`config.mk`:
```
export PLATFORM = sky130hd
export DESIGN_NAME = three_digit_segment_display_driver_top
export DESIGN_NICKNAME = d
export VERILOG_FILES = /design/src/design/tdsd_pkg.sv /design/src/design/three_digit_segment_display_driver_top.sv /design/src/design/tdsd_front.sv /design/src/design/tdsd_queue.sv /design/src/design/tdsd_back.sv
export SDC_FILE = /design/constraint.sdc
export NUM_CORES = 1
export LEC_CHECK = 0
export BUFFER_PORTS_ARGS = -buffer_cell sky130_fd_sc_hd__buf_2
export CORE_MARGIN = 5
export CORE_UTILIZATION = 50
export CTS_CLUSTER_DIAMETER = 80
export DETAILED_ROUTE_END_ITERATION = 12
export PLACE_DENSITY = 0.78
export SYNTH_ARGS = -nofsm -noshare
export SYNTH_HDL_FRONTEND = slang
export SYNTH_SLANG_ARGS = --single-unit
```
`constraint.sdc`:
```
create_clock -name clk -period 3.67 [get_ports clk]
set_input_delay 0.734 -clock clk [delete_from_list [all_inputs] [get_ports clk]]
set_output_delay 0.734 -clock clk [all_outputs]
set_load 0.05 [all_outputs]
```
`src/design/tdsd_pkg.sv`:
```
`default_nettype none
package tdsd_pkg;

  localparam int ANIM_FRAMES_DEF = 14;
  localparam int SWEEP_LEN       = 14;
  localparam int Q_DEPTH         = 2;
  localparam int Q_AW            = 1;

  localparam logic [9:0] LIMIT_RST = 10'd310;
  localparam logic [9:0] MAX_SHOWN = 10'd999;
  localparam logic [7:0] DASH_RST  = 8'h02;

  localparam logic [1:0] DIG_NONE  = 2'd3;

  typedef enum logic [1:0] {
    REQ_SHOW = 2'd0,
    REQ_ON   = 2'd1,
    REQ_OFF  = 2'd2,
    REQ_SKIP = 2'd3
  } req_t;

  typedef logic [2:0][7:0] seg3_t;

  typedef struct packed {
    req_t  req;
    seg3_t tgt;
  } q_item_t;

  typedef struct packed {
    logic [1:0] sd;
    logic [1:0] ss;
    logic [1:0] cd;
    logic [1:0] cs;
  } sweep_op_t;

  function automatic logic [9:0] hund(input logic [3:0] h);
    logic [9:0] v;
    unique case (h)
      4'd1:    v = 10'd100;
      4'd2:    v = 10'd200;
      4'd3:    v = 10'd300;
      4'd4:    v = 10'd400;
      4'd5:    v = 10'd500;
      4'd6:    v = 10'd600;
      4'd7:    v = 10'd700;
      4'd8:    v = 10'd800;
      4'd9:    v = 10'd900;
      default: v = 10'd0;
    endcase
    return v;
  endfunction

  function automatic logic [6:0] tens(input logic [3:0] t);
    logic [6:0] v;
    unique case (t)
      4'd1:    v = 7'd10;
      4'd2:    v = 7'd20;
      4'd3:    v = 7'd30;
      4'd4:    v = 7'd40;
      4'd5:    v = 7'd50;
      4'd6:    v = 7'd60;
      4'd7:    v = 7'd70;
      4'd8:    v = 7'd80;
      4'd9:    v = 7'd90;
      default: v = 7'd0;
    endcase
    return v;
  endfunction

  // segment byte, bits 0EDCBAGF
  function automatic logic [7:0] seg_of(input logic [3:0] d);
    logic [7:0] v;
    unique case (d)
      4'd0:    v = 8'h7D;
      4'd1:    v = 8'h18;
      4'd2:    v = 8'h6E;
      4'd3:    v = 8'h3E;
      4'd4:    v = 8'h1B;
      4'd5:    v = 8'h37;
      4'd6:    v = 8'h77;
      4'd7:    v = 8'h1C;
      4'd8:    v = 8'h7F;
      4'd9:    v = 8'h3F;
      default: v = 8'h00;
    endcase
    return v;
  endfunction

  function automatic logic [7:0] stage_mask(input logic [1:0] s);
    logic [7:0] v;
    unique case (s)
      2'd0:    v = 8'h41;
      2'd1:    v = 8'h26;
      2'd2:    v = 8'h18;
      default: v = 8'h00;
    endcase
    return v;
  endfunction

  function automatic sweep_op_t sweep_op(input logic [3:0] f);
    sweep_op_t v;
    unique case (f)
      4'd0:    v = '{DIG_NONE, 2'd0, DIG_NONE, 2'd0};
      4'd1:    v = '{2'd0,     2'd0, DIG_NONE, 2'd0};
      4'd2:    v = '{2'd0,     2'd1, DIG_NONE, 2'd0};
      4'd3:    v = '{2'd0,     2'd2, DIG_NONE, 2'd0};
      4'd4:    v = '{2'd1,     2'd0, DIG_NONE, 2'd0};
      4'd5:    v = '{2'd1,     2'd1, 2'd0,     2'd0};
      4'd6:    v = '{2'd1,     2'd2, 2'd0,     2'd1};
      4'd7:    v = '{2'd2,     2'd0, 2'd0,     2'd2};
      4'd8:    v = '{2'd2,     2'd1, 2'd1,     2'd0};
      4'd9:    v = '{2'd2,     2'd2, 2'd1,     2'd1};
      4'd10:   v = '{DIG_NONE, 2'd0, 2'd1,     2'd2};
      4'd11:   v = '{DIG_NONE, 2'd0, 2'd2,     2'd0};
      4'd12:   v = '{DIG_NONE, 2'd0, 2'd2,     2'd1};
      4'd13:   v = '{DIG_NONE, 2'd0, 2'd2,     2'd2};
      default: v = '{DIG_NONE, 2'd0, DIG_NONE, 2'd0};
    endcase
    return v;
  endfunction

endpackage
`default_nettype wire

```
`src/design/three_digit_segment_display_driver_top.sv`:
```
`default_nettype none
// Three-digit seven-segment frame generator. Each pushed item carries a
// request (0 show, 1 animate on, 2 animate off, 3 ignored) and a 16-bit
// number; the number is split into hundreds, tens and ones with leading
// zeros blanked, or shown as the dash pattern on every digit when it exceeds
// the overflow limit (register 0, byte address 0, clamped to 999). Register
// 1 at byte address 4 holds the dash byte. Segment bytes are laid out
// 0EDCBAGF. A show request yields one frame; an animation yields ANIM_FRAMES
// frames of a left-to-right segment sweep, the final frame flagged by
// out_last. The back-end sequencer emits one frame per clock while the
// output frame is popped or empty; the front end splits digits in two
// pipelined stages and keeps up to two classified items queued ahead of the
// sequencer, and a pushed item passes the input stage register, the queue,
// the sequencer and the output register before its first frame appears.
module three_digit_segment_display_driver_top #(
  parameter int ANIM_FRAMES = tdsd_pkg::ANIM_FRAMES_DEF
) (
  input  wire logic        clk,
  input  wire logic        rst_n,
  input  wire logic        push,
  output logic             full,
  input  wire logic [1:0]  in_req_type,
  input  wire logic [15:0] in_number,
  output logic             empty,
  input  wire logic        pop,
  output logic [7:0]       out_hundreds_segments,
  output logic [7:0]       out_tens_segments,
  output logic [7:0]       out_ones_segments,
  output logic             out_last,
  input  wire logic        psel,
  input  wire logic        penable,
  input  wire logic        pwrite,
  input  wire logic [2:0]  paddr,
  input  wire logic [31:0] pwdata,
  output logic [31:0]      prdata,
  output logic             pready
);
  import tdsd_pkg::*;

  logic [9:0] limit_r;
  logic [7:0] dash_r;
  logic       cfg_wr;

  logic    q_ready, q_write, q_read, q_nempty;
  q_item_t wr_item, rd_item;

  assign pready = 1'b1;
  assign cfg_wr = psel && penable && pwrite && pready;
  assign prdata = paddr[2] ? {24'd0, dash_r} : {22'd0, limit_r};

  always_ff @(posedge clk) begin
    if (!rst_n) begin
      limit_r <= LIMIT_RST;
      dash_r  <= DASH_RST;
    end else if (cfg_wr) begin
      if (paddr[2]) dash_r  <= pwdata[7:0];
      else          limit_r <= pwdata[9:0];
    end
  end

  tdsd_front u_front (
    .clk         (clk),
    .rst_n       (rst_n),
    .push        (push),
    .full        (full),
    .in_req_type (in_req_type),
    .in_number   (in_number),
    .limit       (limit_r),
    .dash        (dash_r),
    .q_ready     (q_ready),
    .q_write     (q_write),
    .q_item      (wr_item)
  );

  tdsd_queue u_queue (
    .clk     (clk),
    .rst_n   (rst_n),
    .wr      (q_write),
    .wr_item (wr_item),
    .ready   (q_ready),
    .rd      (q_read),
    .nempty  (q_nempty),
    .rd_item (rd_item)
  );

  tdsd_back #(
    .ANIM_FRAMES (ANIM_FRAMES)
  ) u_back (
    .clk                   (clk),
    .rst_n                 (rst_n),
    .q_nempty              (q_nempty),
    .q_item                (rd_item),
    .q_read                (q_read),
    .empty                 (empty),
    .pop                   (pop),
    .out_hundreds_segments (out_hundreds_segments),
    .out_tens_segments     (out_tens_segments),
    .out_ones_segments     (out_ones_segments),
    .out_last              (out_last)
  );

endmodule
`default_nettype wire

```
`src/design/tdsd_front.sv`:
```
`default_nettype none
module tdsd_front (
  input  wire logic              clk,
  input  wire logic              rst_n,
  input  wire logic              push,
  output logic                   full,
  input  wire logic [1:0]        in_req_type,
  input  wire logic [15:0]       in_number,
  input  wire logic [9:0]        limit,
  input  wire logic [7:0]        dash,
  input  wire logic              q_ready,
  output logic                   q_write,
  output tdsd_pkg::q_item_t      q_item
);
  import tdsd_pkg::*;

  logic       a_vld_r, a_vld_nxt;
  req_t       a_req_r;
  logic       a_ovf_r;
  logic [3:0] a_h_r;
  logic [6:0] a_rem_r;

  logic       a_adv, a_load;
  logic [9:0] lim_eff, n10, rem10;
  logic [3:0] h, t;
  logic [6:0] o7;
  logic       blank_h, blank_t;

  assign a_adv   = q_ready || (a_req_r == REQ_SKIP);
  assign full    = a_vld_r && !a_adv;
  assign a_load  = push && !full;
  assign lim_eff = (limit > MAX_SHOWN) ? MAX_SHOWN : limit;
  assign n10     = in_number[9:0];

  // hundreds digit by threshold search, remainder below 100 for inputs up to 999
  always_comb begin
    h = 4'd0;
    for (int k = 1; k < 10; k++) begin
      if (n10 >= hund(4'(k))) h = 4'(k);
    end
    rem10 = n10 - hund(h);
  end

  assign a_vld_nxt = a_load || (a_vld_r && !a_adv);

  always_ff @(posedge clk) begin
    if (!rst_n) begin
      a_vld_r <= 1'b0;
    end else begin
      a_vld_r <= a_vld_nxt;
    end
  end

  always_ff @(posedge clk) begin
    if (a_load) begin
      a_req_r <= req_t'(in_req_type);
      a_ovf_r <= in_number > {6'd0, lim_eff};
      a_h_r   <= h;
      a_rem_r <= rem10[6:0];
    end
  end

  always_comb begin
    t = 4'd0;
    for (int k = 1; k < 10; k++) begin
      if (a_rem_r >= tens(4'(k))) t = 4'(k);
    end
    o7 = a_rem_r - tens(t);
  end

  assign blank_h = (a_h_r == 4'd0);
  assign blank_t = blank_h && (t == 4'd0);

  always_comb begin
    q_item.req = a_req_r;
    if (a_ovf_r) begin
      q_item.tgt = {dash, dash, dash};
    end else begin
      q_item.tgt[0] = blank_h ? 8'h00 : seg_of(a_h_r);
      q_item.tgt[1] = blank_t ? 8'h00 : seg_of(t);
      q_item.tgt[2] = seg_of(o7[3:0]);
    end
  end

  // drop unused request codes here
  assign q_write = a_vld_r && q_ready && (a_req_r != REQ_SKIP);

endmodule
`default_nettype wire

```
`src/design/tdsd_queue.sv`:
```
`default_nettype none
module tdsd_queue (
  input  wire logic              clk,
  input  wire logic              rst_n,
  input  wire logic              wr,
  input  wire tdsd_pkg::q_item_t wr_item,
  output logic                   ready,
  input  wire logic              rd,
  output logic                   nempty,
  output tdsd_pkg::q_item_t      rd_item
);
  import tdsd_pkg::*;

  q_item_t       mem_r [Q_DEPTH];
  logic [Q_AW-1:0] wp_r, wp_nxt, rp_r, rp_nxt;
  logic [Q_AW:0]   cnt_r, cnt_nxt;
  logic            do_wr, do_rd;

  assign ready   = cnt_r != (Q_AW+1)'(Q_DEPTH);
  assign nempty  = cnt_r != '0;
  assign do_wr   = wr && ready;
  assign do_rd   = rd && nempty;
  assign rd_item = mem_r[rp_r];

  always_comb begin
    wp_nxt  = do_wr ? ((wp_r == Q_AW'(Q_DEPTH - 1)) ? '0 : wp_r + 1'b1) : wp_r;
    rp_nxt  = do_rd ? ((rp_r == Q_AW'(Q_DEPTH - 1)) ? '0 : rp_r + 1'b1) : rp_r;
    cnt_nxt = cnt_r + (Q_AW+1)'(do_wr) - (Q_AW+1)'(do_rd);
  end

  always_ff @(posedge clk) begin
    if (!rst_n) begin
      wp_r  <= '0;
      rp_r  <= '0;
      cnt_r <= '0;
    end else begin
      wp_r  <= wp_nxt;
      rp_r  <= rp_nxt;
      cnt_r <= cnt_nxt;
    end
  end

  always_ff @(posedge clk) begin
    if (do_wr) mem_r[wp_r] <= wr_item;
  end

endmodule
`default_nettype wire

```
`src/design/tdsd_back.sv`:
```
`default_nettype none
module tdsd_back #(
  parameter int ANIM_FRAMES = tdsd_pkg::ANIM_FRAMES_DEF
) (
  input  wire logic              clk,
  input  wire logic              rst_n,
  input  wire logic              q_nempty,
  input  wire tdsd_pkg::q_item_t q_item,
  output logic                   q_read,
  output logic                   empty,
  input  wire logic              pop,
  output logic [7:0]             out_hundreds_segments,
  output logic [7:0]             out_tens_segments,
  output logic [7:0]             out_ones_segments,
  output logic                   out_last
);
  import tdsd_pkg::*;

  localparam int FW = (ANIM_FRAMES > 1) ? $clog2(ANIM_FRAMES) : 1;
  localparam int CW = (FW > 4) ? FW : 4;

  logic          busy_r, busy_nxt;
  logic          show_r;
  seg3_t         cur_r, keep_r;
  logic [FW-1:0] f_r;
  logic          out_vld_r, out_vld_nxt;
  seg3_t         out_seg_r;
  logic          out_last_r;

  logic          can_emit, emit, f_last, fin, load, in_sweep, is_on;
  logic [CW-1:0] f_ext;
  sweep_op_t     op;
  seg3_t         frame;

  assign f_ext    = CW'(f_r);
  assign in_sweep = f_ext < CW'(SWEEP_LEN);
  assign op       = sweep_op(f_ext[3:0]);
  assign f_last   = f_r == FW'(ANIM_FRAMES - 1);

  // one sweep step: clear a group on one digit, then light a group on another, either part optional
  always_comb begin
    frame = cur_r;
    if (!show_r && in_sweep) begin
      for (int i = 0; i < 3; i++) begin
        if (op.cd == 2'(i)) frame[i] = frame[i] & (~stage_mask(op.cs) | keep_r[i]);
        if (op.sd == 2'(i)) frame[i] = frame[i] | stage_mask(op.ss);
      end
    end
  end

  assign can_emit = !out_vld_r || pop;
  assign emit     = busy_r && can_emit;
  assign fin      = emit && (show_r || f_last);
  assign load     = q_nempty && (!busy_r || fin);
  assign q_read   = load;
  assign is_on    = q_item.req == REQ_ON;

  assign busy_nxt    = load || (busy_r && !fin);
  assign out_vld_nxt = emit || (out_vld_r && !pop);

  always_ff @(posedge clk) begin
    if (!rst_n) begin
      busy_r    <= 1'b0;
      out_vld_r <= 1'b0;
    end else begin
      busy_r    <= busy_nxt;
      out_vld_r <= out_vld_nxt;
    end
  end

  always_ff @(posedge clk) begin
    if (load) begin
      show_r <= q_item.req == REQ_SHOW;
      cur_r  <= is_on ? '0 : q_item.tgt;
      keep_r <= is_on ? q_item.tgt : '0;
      f_r    <= '0;
    end else if (emit) begin
      cur_r <= frame;
      f_r   <= f_r + 1'b1;
    end
  end

  always_ff @(posedge clk) begin
    if (emit) begin
      out_seg_r  <= frame;
      out_last_r <= show_r || f_last;
    end
  end

  assign empty                 = !out_vld_r;
  assign out_hundreds_segments = out_seg_r[0];
  assign out_tens_segments     = out_seg_r[1];
  assign out_ones_segments     = out_seg_r[2];
  assign out_last              = out_last_r;

endmodule
`default_nettype wire

```
==> results.md, run 1 <==
- Status: finished clean
- Synth area leaders: edfxtp_1 43%, dfxtp_1 9.9%, nand2_1 5.9%
- Async set or reset register ratio after synthesis: 0%
- Num CTS Buffers: 17
- Antenna-violating nets left: 0
- Std cell rows: 49
- Cell count after synthesis: 883
- PortBufs: between 70 and 80
- Final setup TNS: 0 ns
- Number of global-route vias before repair: 6322
- Area grow syn2layout: 14.6%
- Crit start category: flip-flop
- Fill count: roughly 1500
- Total Routing Usage GR: 18.2%
- Largest net degree at the start of global routing: 65
- DRC viols: 0
- Detail Placement HPWL: 13000 microns
- CP required: 3.92 ns
- Ant diodes: 0
- Initial DRC Count: 400
- Die Y: between 100 and 150 microns
- Later-pin clock latency in the skew report: 0.43 ns
- Library cells used by synthesis: 77
- R2R Path Start: u_front.a_rem_r[3]$_DFFE_PP_
- Final GP Congestion: 0.865
- Cell taking the most area after synthesis: edfxtp_1
- Initial antenna violation count: 0
- Die X: 145 microns
- Overflow after GRT: 0
- RSZ-0062 raised after global routing: yes
- Final worst slack: 0.107 ns
- Via Count: 6511
- First-pass GRT wire length: roughly 30000 microns
- Leak pwr: slightly above 0.004 uW
- Clk_skew: 0.0108 ns
- Final-stage net count: 1056
- Crit path DAT: about 3.8 ns
- Synth Flop Type: edfxtp_1
- Yosys reg bits: 174
- IO Pins: 120
- Max Slew Vio Count: 0
- Synth Cell Area: 9070 sq um
- Clock Sinks: about 170
- Maximum VDD drop: approximately 0.51 mV
- Layout cells sized above 1: 17.1%
- Top cell type's share of synthesized area: 42.7%
- Count of final hold-check violations: 0
- Vias per cell: 5.44
- Worst-path clk slew: 0.07 ns
- Post-Syn Area per Cell: 10.3 sq um
- F_max: between 200 and 300 MHz
- Clk Tree Root Cell: clkbuf_16
- Core region area: 17900 sq um
- CTS max path bufs: 2
- Crit path capture type: flip-flop
- Rel. slew slack: 29.8%
- Total power: between 7000 and 8000 uW
- Most common cell in the netlist: nand2_1
- Final Critical Period: 3.56 ns
- Die area: 20900 sq um
- Hold Path Depth: 0
- CTS tree: yes
- Pre-Repair DR Iteration Count: 6
- DP Worst Slack: about 0.057 ns
- R2R Setup Slk: 0.11 ns
- PwrDens: 721 nW/um^2
- Max-cap check violation count: 0
- Number of flops mapped to enable cells by yosys: 129
- Hold_sp: u_back.cur_r[23]$_DFFE_PP_
- Hold Crit Class: flip-flop to flip-flop
- Ys Warns: 0
- H-tree depth: 4
- Period utilization: 97.1%
- Max FO, Critical Path: 4
- Reg2Reg Depth: 17
- Final setup viols: 0
- Seq/Total Area, Yosys: 52.7%
- RR Endpoint: u_queue.mem_r[0][21]$_DFFE_PP_
- Critical path class: flip-flop to flip-flop
- Fin area: 10400 sq um
- Measured slew at the worst slew-check pin: about 1.1 ns
- Starting density of the core: between 50 and 60%
- Drt wl/cell: 15.4 microns
- Min-Delay Endpoint: u_back.out_ones_segments[7]$_DFFE_PP_
- Placed cell area: 9620 sq um
- Final wirelength: about 18000 microns
- Top cells by count, synth: 143 x nand2_1, 129 x edfxtp_1, 69 x nor2_1, 57 x o21ai_0
==> kinds of logic (layout without fill, tap and decap cells) <==
kind of cell / count (synthesis) / after routing / synth area share [%]
buf+inv: 109 / 173 / 5.70
other cells: 2 / 23 / 0.0828
mux: 31 / 31 / 3.51
fa+ha+maj: 41 / 41 / 5.82
compound gates: 213 / 213 / 16.2
flops: 174 / 174 / 52.7
xor+xnor: 17 / 17 / 1.64
simple gates: 296 / 296 / 14.4
==> area by class of cell <==
| cell class | instances | area [sq um] | area share (%) |
|---|---|---|---|
| Sequential cell | 174 | 4770 | 45.9 |
| Multi-Input combinational cell | 621 | 3960 | 38.1 |
| Clock buffer | 20 | 479 | 4.61 |
| Inverter | 46 | 173 | 1.66 |
| Tap cell | 229 | 287 | 2.76 |
| Timing Repair Buffer | 95 | 548 | 5.27 |
| Clock inverter | 12 | 170 | 1.64 |
==> layout by cell type (no fill, tap or decap), types with 14 or more instances in the layout <==
master,synthesis,routed
a21oi_1,27,25
buf_4,26,19
mux2i_1,25,25
edfxtp_1,129,129
nand3_1,19,18
ha_1,39,37
dfxtp_1,45,45
xnor2_1,14,14
o21a_1,27,27
buf_2,2,72
o21ai_0,57,57
a21boi_0,15,15
nand2_1,143,143
nor2_1,69,67
inv_1,45,43
conb_1,2,23
clkbuf_16,0,19
==> stage by stage <==
step / cells / util, % / hold slack (ns)
finish: 1197 / 58.1 / 0.443
global route: 1197 / 58.1 / 0.446
CTS: 1194 / 57.4 / 0.446
detailed placement: 1162 / 53.7 / 0.411
global placement: 1162 / 53.7 / 0.406
floorplan: 904 / - / 0.400
==> flip-flops by register name (all words and copies together), names as in the netlist, named ones only <==
signal and cells:
u_back.out_vld_r 1, u_queue.mem_r 48, u_queue.rp_r 1, u_front.a_req_r 2, u_back.out_hundreds_segments 7, u_front.a_ovf_r 1
u_front.a_h_r 4, u_front.a_rem_r 7, u_back.f_ext 4, u_front.a_vld_r 1, u_back.keep_r 21, limit_r 10
u_back.out_last 1, u_back.show_r 1, u_queue.cnt_r 2, u_back.busy_r 1, u_back.out_tens_segments 7, u_back.cur_r 22
u_back.out_ones_segments 8, u_queue.wp_r 1, u_back.op 8, dash_r 8
==> where the power goes <==
| group | switching, uW | total, uW | internal [uW] |
|---|---|---|---|
| registers | 170 | 2930 | 2760 |
| clock network | 794 | 1970 | 1170 |
| logic | 1720 | 2600 | 877 |
| total | 2680 | 7490 | 4810 |
==> what timing repair did <==
item | in CTS | in global routing
pin swaps | 0 | 2
hold endpoints to repair | 0 | 0
setup buffers | 0 | 3
endpoints found under the setup margin | 2 | 14
hold buffers | 0 | 0
gates cloned | 0 | 0
resized for setup | 1 | 21
==> worst max-delay path by stage <==
stage | from | endpoint | slack, ns | depth (start not counted)
after global routing | u_front.a_rem_r[3]$_DFFE_PP_ | u_queue.mem_r[1][21]$_DFFE_PP_ | -0.07 | 17
after floorplan | u_front.a_rem_r[6]$_DFFE_PP_ | u_queue.mem_r[0][18]$_DFFE_PP_ | 0.008 | 16
after detailed placement | u_front.a_rem_r[3]$_DFFE_PP_ | u_queue.mem_r[1][19]$_DFFE_PP_ | 0.06 | 15
after global placement | u_front.a_rem_r[3]$_DFFE_PP_ | u_queue.mem_r[1][19]$_DFFE_PP_ | 0.15 | 15
final | u_front.a_rem_r[3]$_DFFE_PP_ | u_queue.mem_r[0][21]$_DFFE_PP_ | 0.11 | 17
after CTS | u_front.a_rem_r[3]$_DFFE_PP_ | u_queue.mem_r[0][21]$_DFFE_PP_ | 0.001 | 17
==> worst max-delay path: stages, from the launching register on <==
cell and delay [ns]:
edfxtp_1 0.47, nand2b_4 0.20, nand3_2 0.08, a21oi_2 0.06
a311oi_1 0.23, o21a_1 0.20, ha_2 0.20, nor2b_4 0.05
a221oi_2 0.26, ha_2 0.22, inv_2 0.04, fa_2 0.39
xor2_4 0.21, buf_6 0.14, a21oi_2 0.05, nor4_1 0.26
a31oi_2 0.10, a31oi_1 0.23
==> routing by layer <==
metal / GRT usage, % / part of all wire [%] / up-vias
met2: 30.5 / 49 / 213
li1: - / - / 3249
met5: 0 / 0 / -
met1: 23.0 / 43 / 3012
met3: 4.40 / 5.5 / 37
met4: 6.53 / 2.5 / 0
Power figures use the tool's default switching activity.
==> inputs of run 2 (changes only) <==
Settings changed: SYNTH_HIERARCHICAL from default to 1.
==> run 2 against run 1 <==
Routed wire length rose by 7.8%; clock power fell by 9%; combinational power fell by 46%; via count rose by 6.4%; critical endpoint is now u_queue/mem_r[0][17]$_DFFE_PP_.
==> results.md, run 2 <==
- Later-pin clock latency in the skew report: 0.43 ns (about the same)
- Final setup TNS: 0 ns (unchanged)
- Top cell type's share of synthesized area: 41.7% (-1.0 points)
- First-pass GRT wire length: 32400 microns (+6.8%)
- Period utilization: 94.6% (-2.5 points)
- Clk_skew: 0.0105 ns (-0.000266 ns)
- Placed cell area: 10400 sq um (+8.1%)
- Largest registers: u_queue/mem_r: 52 flops, u_back/cur_r: 24 flops, u_back/keep_r: 21 flops
- Synth Area in Compound Gates: 14.3% (-1.9 points)
- Final setup viols: 0 (unchanged)
- Largest register FFs: 52 (+8.3%)
- Vias per cell: 5.51 (+1.3%)
- Synth area leaders: edfxtp_1 42%, dfxtp_1 9.1%, ha_1 4.8%
- Critical path class: flip-flop to flip-flop
- Via Count: 6926 (+6.4%)
- Max FO, Critical Path: 8 (+4)
- Xor and xnor area share after synthesis: 1.15% (-0.49 points)
- Core region area: 19500 sq um (+8.7%)
- Most common cell in the netlist: edfxtp_1
- Detail Placement HPWL: 14200 microns (+9.1%)
- Antenna-violating nets left: 0 (unchanged)
- Commonest non-fill, non-tap cells in the layout: 137 x edfxtp_1, 99 x nand2_1, 72 x buf_2
- Simple-Gate Fraction of Synth Area: 15.8% (+1.4 points)
- Internal: 3960 uW (-18%)
- PortBufs: 72 (unchanged)
- Measured slew at the worst slew-check pin: 0.952 ns (-0.101 ns)
- RSZ-0062 raised after global routing: no
- Number of global-route vias before repair: 6611 (+4.6%)
- Overflow after GRT: 0 (unchanged)
- Final Critical Period: 3.47 ns (-0.0923 ns)
- Crit path capture type: flip-flop
- Num CTS Buffers: 17 (unchanged)
- Most flops, register: u_queue/mem_r
- Synth Flop Type: edfxtp_1
- Area grow syn2layout: 12.9%
- Clock Sinks: 182 (+4.6%)
- Ys Warns: 6 (+6)
- Final worst slack: 0.199 ns (+0.0923 ns)
- Final-stage net count: 1079 (+2.2%)
- Hold_sp: u_back/cur_r[7]$_DFFE_PP_
- R2R Path Start: u_front/a_rem_r[2]$_DFFE_PP_
- H-tree depth: 4 (unchanged)
- Maximum VDD drop: 0.303 mV (-41%)
- Cell taking the most area after synthesis: edfxtp_1
- Layout cells sized above 1: 21.5% (+4.3 points)
- Worst-path clk slew: 0.07 ns (about the same)
- Total Routing Usage GR: 17.7% (-0.46 points)
- Yosys reg bits: 182 (+4.6%)
- Pre-Repair DR Iteration Count: 6 (unchanged)
- Count of final hold-check violations: 0 (unchanged)
- Clk Tree Root Cell: clkbuf_16
- Starting density of the core: 50.7% (about the same)
- PwrDens: 514 nW/um^2 (-29%)
- Initial antenna violation count: 0 (unchanged)
- CTS max path bufs: 2 (unchanged)
- DP Worst Slack: -0.0229 ns (-0.0803 ns)
- Top cells by count, synth: 137 x edfxtp_1, 99 x nand2_1, 47 x a21oi_1, 45 x dfxtp_1, 41 x inv_1
- Post-route insts no fill: 1257 (+5.0%)
- Most common library cell in the layout ignoring fill and taps: edfxtp_1
- Clk pwr share: 31.4% (+5.1 points)
- Std cell rows: 51 (+4.1%)
- Crit path DAT: 3.64 ns (-0.18 ns)
- Post-Syn Area per Cell: 10.9 sq um (+6.6%)
- Largest family of logic cells by synthesized area: simple AND/OR/NAND/NOR gates
- Hold-fix buffers at CTS: 0 (unchanged)
- Multiplexer area fraction after synthesis: 6.69% (+3.2 points)
- Psw: 1760 uW (-34%)
- Adder-cell share of the synthesized area: 5.23% (-0.60 points)
- Max-cap check violation count: 0 (unchanged)
- CP Launch Point: u_front/a_rem_r[2]$_DFFE_PP_
- Ant diodes: 0 (unchanged)
- CTS tree: yes
- Status: finished clean
- Combinational Power Share: 24.6% (-10 points)
- Max Slew Vio Count: 0 (unchanged)
- Fin area: 11100 sq um (+7.1%)
- Crit start category: flip-flop
- Leak pwr: 0.00442 uW (+8.5%)
- Rel. slew slack: 36.4% (+6.6 points)
- Final GP Congestion: 0.895 (+3.5%)
- Cell count after synthesis: 901 (+2.0%)
- CP required: 3.83 ns (-0.09 ns)
- Initial DRC Count: 539 (+35%)
- F_max: 288 MHz (+2.7%)
- Synth Cell Area: 9860 sq um (+8.7%)
- Drt wl/cell: 15.8 microns (+2.7%)
- Hold Crit Class: flip-flop to flip-flop
- Library cells used by synthesis: 96 (+25%)
- Sequential share of power: 44.1% (+5.0 points)
- Total power: 5720 uW (-24%)
- Async set or reset register ratio after synthesis: 0% (unchanged)
- Inst Count DP: 1218 (+4.8%)
- Final wirelength: 19800 microns (+7.8%)
- Seq/Total Area, Yosys: 50.9% (-1.8 points)
- Die Y: 150 microns (+4.0%)
- Die area: 22600 sq um (+8.1%)
- DRC viols: 0 (unchanged)
- Die X: 150 microns (+4.0%)
- Largest net degree at the start of global routing: 46 (-29%)
- Sw Ratio: 30.8% (-5.0 points)
- Number of flops mapped to enable cells by yosys: 137 (+6.2%)
- IO Pins: 120 (unchanged)
## run 2: changes by cell type in the layout (fill, tap and decap cells not counted), moves of 8 or more
cell | previous run | this run
a21boi_0 | 15 | 3
a21oi_1 | 25 | 44
a31oi_1 | 4 | 26
and2_1 | 9 | 28
buf_4 | 19 | 30
edfxtp_1 | 129 | 137
mux2_2 | 6 | 32
nand2_1 | 143 | 99
nor2_1 | 67 | 38
nor2b_1 | 9 | 25
o21a_1 | 27 | 6
o21ai_0 | 57 | 27
## run 2: per-stage QoR
step | utilization [%] | hold slack (ns)
global route | 57.2 | 0.445
floorplan | - | 0.400
finish | 57.2 | 0.424
CTS | 56.6 | 0.426
global placement | 53.4 | 0.406
detailed placement | 53.4 | 0.409
## run 2: cell type report
type / count / area [sq um]
clock buffer: 22 / 518
inverter: 43 / 161
fill: 1616 / 8330
tap: 265 / 332
multi-input combinational: 632 / 4430
clock inverter: 10 / 81.3
sequential: 182 / 5010
timing repair buffer: 103 / 597
## run 2: power by group through the flow
stage / combinational (uW) / clock [uW] / sequential (uW)
after floorplan: 1040 / 0 / 2510
after CTS: 1320 / 1820 / 2520
after detailed placement: 1290 / 0 / 2570
after global placement: 1260 / 0 / 2560
final: 1410 / 1790 / 2520
after global routing: 1560 / 1910 / 2540
## run 2: cell families after synthesis
group / count (synthesis)
AND/OR/NAND/NOR: 293
AO/OA/AOI/OAI: 203
flip-flops: 182
buffers and inverters: 108
multiplexers: 60
adder cells (fa/ha/maj): 40
XOR/XNOR: 13
other: 2
## run 2: metal layers
layer | track usage, % | routed length (microns) | share of wire [%]
met2 | 29.3 | 9800 | 49
met1 | 23.0 | 8580 | 43
met5 | 0 | 0 | 0
met3 | 4.00 | 1010 | 5.1
met4 | 6.31 | 444 | 2.2
## run 2: worst paths after layout
| path | cells after the start | endpoint | slack, ns |
|---|---|---|---|
| max | 17 | u_queue/mem_r[0][17]$_DFFE_PP_ | 0.20 |
| min | 0 | u_back/out_hundreds_segments[7]$_DFFE_PP_ | 0.42 |
| min reg2reg | 0 | u_back/out_hundreds_segments[7]$_DFFE_PP_ | 0.42 |
| max reg2reg | 17 | u_queue/mem_r[0][17]$_DFFE_PP_ | 0.20 |
## run 2: worst max-delay path, cell delays in order (launching register included)
cell       delay (ns)
edfxtp_1         0.40
buf_6            0.16
mux2i_1          0.11
o22ai_1          0.14
nand2b_1         0.13
a21oi_2          0.15
a21oi_2          0.06
ha_1             0.22
or3b_4           0.40
o211a_1          0.14
ha_2             0.16
inv_1            0.08
fa_2             0.46
buf_4            0.17
inv_2            0.09
nor2_1           0.05
o211ai_1         0.19
a2bb2oi_2        0.10
## run 2: repair_timing
item	CTS	global route
resized for setup	0	20
pin swaps	0	7
buffers inserted	4	3
endpoints found under the setup margin	8	14
==> inputs of run 3 (changes only) <==
Settings changed: PLACE_DENSITY 0.78 to 0.75.
Clock period 3.67 ns to 3.66 ns, I/O delays scaled along.
==> run 3 against run 2 <==
Combinational power grew 4%; global-route usage decreased by 0.64 points; clock skew increased by 0.0038 ns; critical endpoint is now u_queue/mem_r[0][20]$_DFFE_PP_.
==> results.md, run 3 (synthesized netlist as in run 2, its figures left out) <==
- Status: finished clean
- Final setup TNS: 0 ns (unchanged)
- Std cell rows: 51 (unchanged)
- Initial antenna violation count: 0 (unchanged)
- F_max: 286 MHz (-0.70%)
- Detail Placement HPWL: 14100 microns (-1.1%)
- Crit path capture type: flip-flop
- Most frequent CP cell: ha_1
- Vias per cell: 5.41 (-1.9%)
- Crit start category: flip-flop
- Max-cap check violation count: 0 (unchanged)
- Max FO, Critical Path: 10 (+2)
- Critical path class: flip-flop to flip-flop
- Clk_skew: 0.0143 ns (+0.00375 ns)
- Hold Crit Class: flip-flop to flip-flop
- PortBufs: 72 (unchanged)
- Die Y: 150 microns (unchanged)
- First-pass GRT wire length: 30900 microns (-4.5%)
- Overflow after GRT: 0 (unchanged)
- Via Count: 6828 (-1.4%)
- PwrDens: 519 nW/um^2 (+1.0%)
- Die X: 150 microns (unchanged)
- DRC viols: 0 (unchanged)
- Crit path max-delay cell type: edfxtp_1
- Final Critical Period: 3.50 ns (+0.0244 ns)
- Final wirelength: 19500 microns (-1.8%)
- Clock Sinks: 182 (unchanged)
- Hold-fix buffers at CTS: 0 (unchanged)
- Ant diodes: 0 (unchanged)
- Clk Tree Root Cell: clkbuf_16
- H-tree depth: 4 (unchanged)
- CP required: 3.83 ns (about the same)
- Total power: 5810 uW (+1.5%)
- Initial DRC Count: 414 (-23%)
- Most common library cell in the layout ignoring fill and taps: edfxtp_1
- Rel. slew slack: 33.5% (-2.9 points)
- Pre-Repair DR Iteration Count: 4 (-2)
- Later-pin clock latency in the skew report: 0.43 ns (about the same)
- Drt wl/cell: 15.4 microns (-2.3%)
- Crit path DAT: 3.66 ns (+0.02 ns)
- Total Routing Usage GR: 17.1% (-0.64 points)
- Largest registers: u_queue/mem_r: 52 flops, u_back/cur_r: 24 flops, u_back/keep_r: 21 flops
- CTS tree: yes
- Core region area: 19500 sq um (unchanged)
- CP max stage delay: 0.55 ns (+0.09 ns)
- Worst path cell trace: o21ai_0, a21boi_0, o21a_1, ha_1, or3b_4, o211a_1, ha_1, inv_2, fa_2, xor2_4, nand3_4, buf_4, a21oi_1, o21ai_1
- Final-stage net count: 1085 (+0.56%)
- CTS max path bufs: 2 (unchanged)
- Delay-heaviest family, CP: compound AO/OA/AOI/OAI gates
- Final setup viols: 0 (unchanged)
- Largest net degree at the start of global routing: 47 (+2.2%)
- Antenna-violating nets left: 0 (unchanged)
- Buf+Inv Stages, Crit Path: 2 (-2)
- Max Slew Vio Count: 0 (unchanged)
- Layout cells sized above 1: 21.4% (-0.029 points)
- Multi-input gate area: 4440 sq um (+0.34%)
- IO Pins: 120 (unchanged)
- Hold WS: 0.417 ns (-0.00700 ns)
- FF/Latch Area: 5010 sq um (unchanged)
- Largest register FFs: 52 (unchanged)
- Num CTS Buffers: 17 (unchanged)
- Maximum VDD drop: 0.369 mV (+22%)
- Die area: 22600 sq um (unchanged)
- Starting density of the core: 50.7% (unchanged)
- Most flops, register: u_queue/mem_r
- Commonest non-fill, non-tap cells in the layout: 137 x edfxtp_1, 99 x nand2_1, 72 x buf_2
- Measured slew at the worst slew-check pin: 0.996 ns (+0.0438 ns)
- Final GP Congestion: 0.881 (-1.6%)
- Worst-path clk slew: 0.07 ns (about the same)
- Area grow syn2layout: 13.4%
- Fill count: 1607 (-0.56%)
- Period utilization: 95.5% (+0.92 points)
- Leak pwr: 0.00441 uW (about the same)
- Number of global-route vias before repair: 6249 (-5.5%)
- Count of final hold-check violations: 0 (unchanged)
==> run 3: metrics by stage <==
stage,setup slack [ns],utilization [%],instance area [sq um],std cells
after detailed placement,-0.0617,53.3,10400,1216
final,0.165,57.5,11200,1263
after floorplan,0.133,-,9940,922
after global placement,0.0887,53.3,10400,1216
after global routing,-0.0518,57.5,11200,1263
after CTS,0.0274,56.5,11000,1251
==> run 3: power breakdown <==
group	internal, uW	switching [uW]
Sequential	2390	135
Combinational	598	867
Clock	1070	744
==> run 3: final cells by class <==
| class | count | area share, % |
|---|---|---|
| Clock buffer | 20 | 3.91 |
| Clock inverter | 12 | 1.38 |
| Inverter | 43 | 1.44 |
| Multi-Input combinational cell | 632 | 39.7 |
| Sequential cell | 182 | 44.8 |
| Tap cell | 265 | 2.97 |
| Timing Repair Buffer | 109 | 5.72 |
==> run 3: routing by layer <==
layer  global-route usage [%]  vias to the layer above  routed length [microns]  part of all wire (%)
li1                         -                     3431                        -                     -
met1                     22.9                     3215                     8680                    45
met2                     28.1                      155                     9700                    50
met3                     2.95                       27                      763                   3.9
met4                     5.81                        0                      337                   1.7
met5                        0                        -                        0                     0
==> run 3: final timing paths <==
kind / cells after the start / end / slack (ns) / start
setup / recovery: 14 / u_queue/mem_r[0][20]$_DFFE_PP_ / 0.16 / u_front/a_rem_r[5]$_DFFE_PP_
hold / removal: 0 / u_back/out_hundreds_segments[7]$_DFFE_PP_ / 0.42 / u_back/cur_r[7]$_DFFE_PP_
setup reg to reg: 14 / u_queue/mem_r[0][20]$_DFFE_PP_ / 0.16 / u_front/a_rem_r[5]$_DFFE_PP_
hold reg to reg: 0 / u_back/out_hundreds_segments[7]$_DFFE_PP_ / 0.42 / u_back/cur_r[7]$_DFFE_PP_
==> run 3: what timing repair did <==
item | CTS | global route
cloned | 0 | 0
resized for setup | 0 | 19
endpoints found under the setup margin | 4 | 14
pin swaps | 0 | 7
setup buffers | 3 | 12
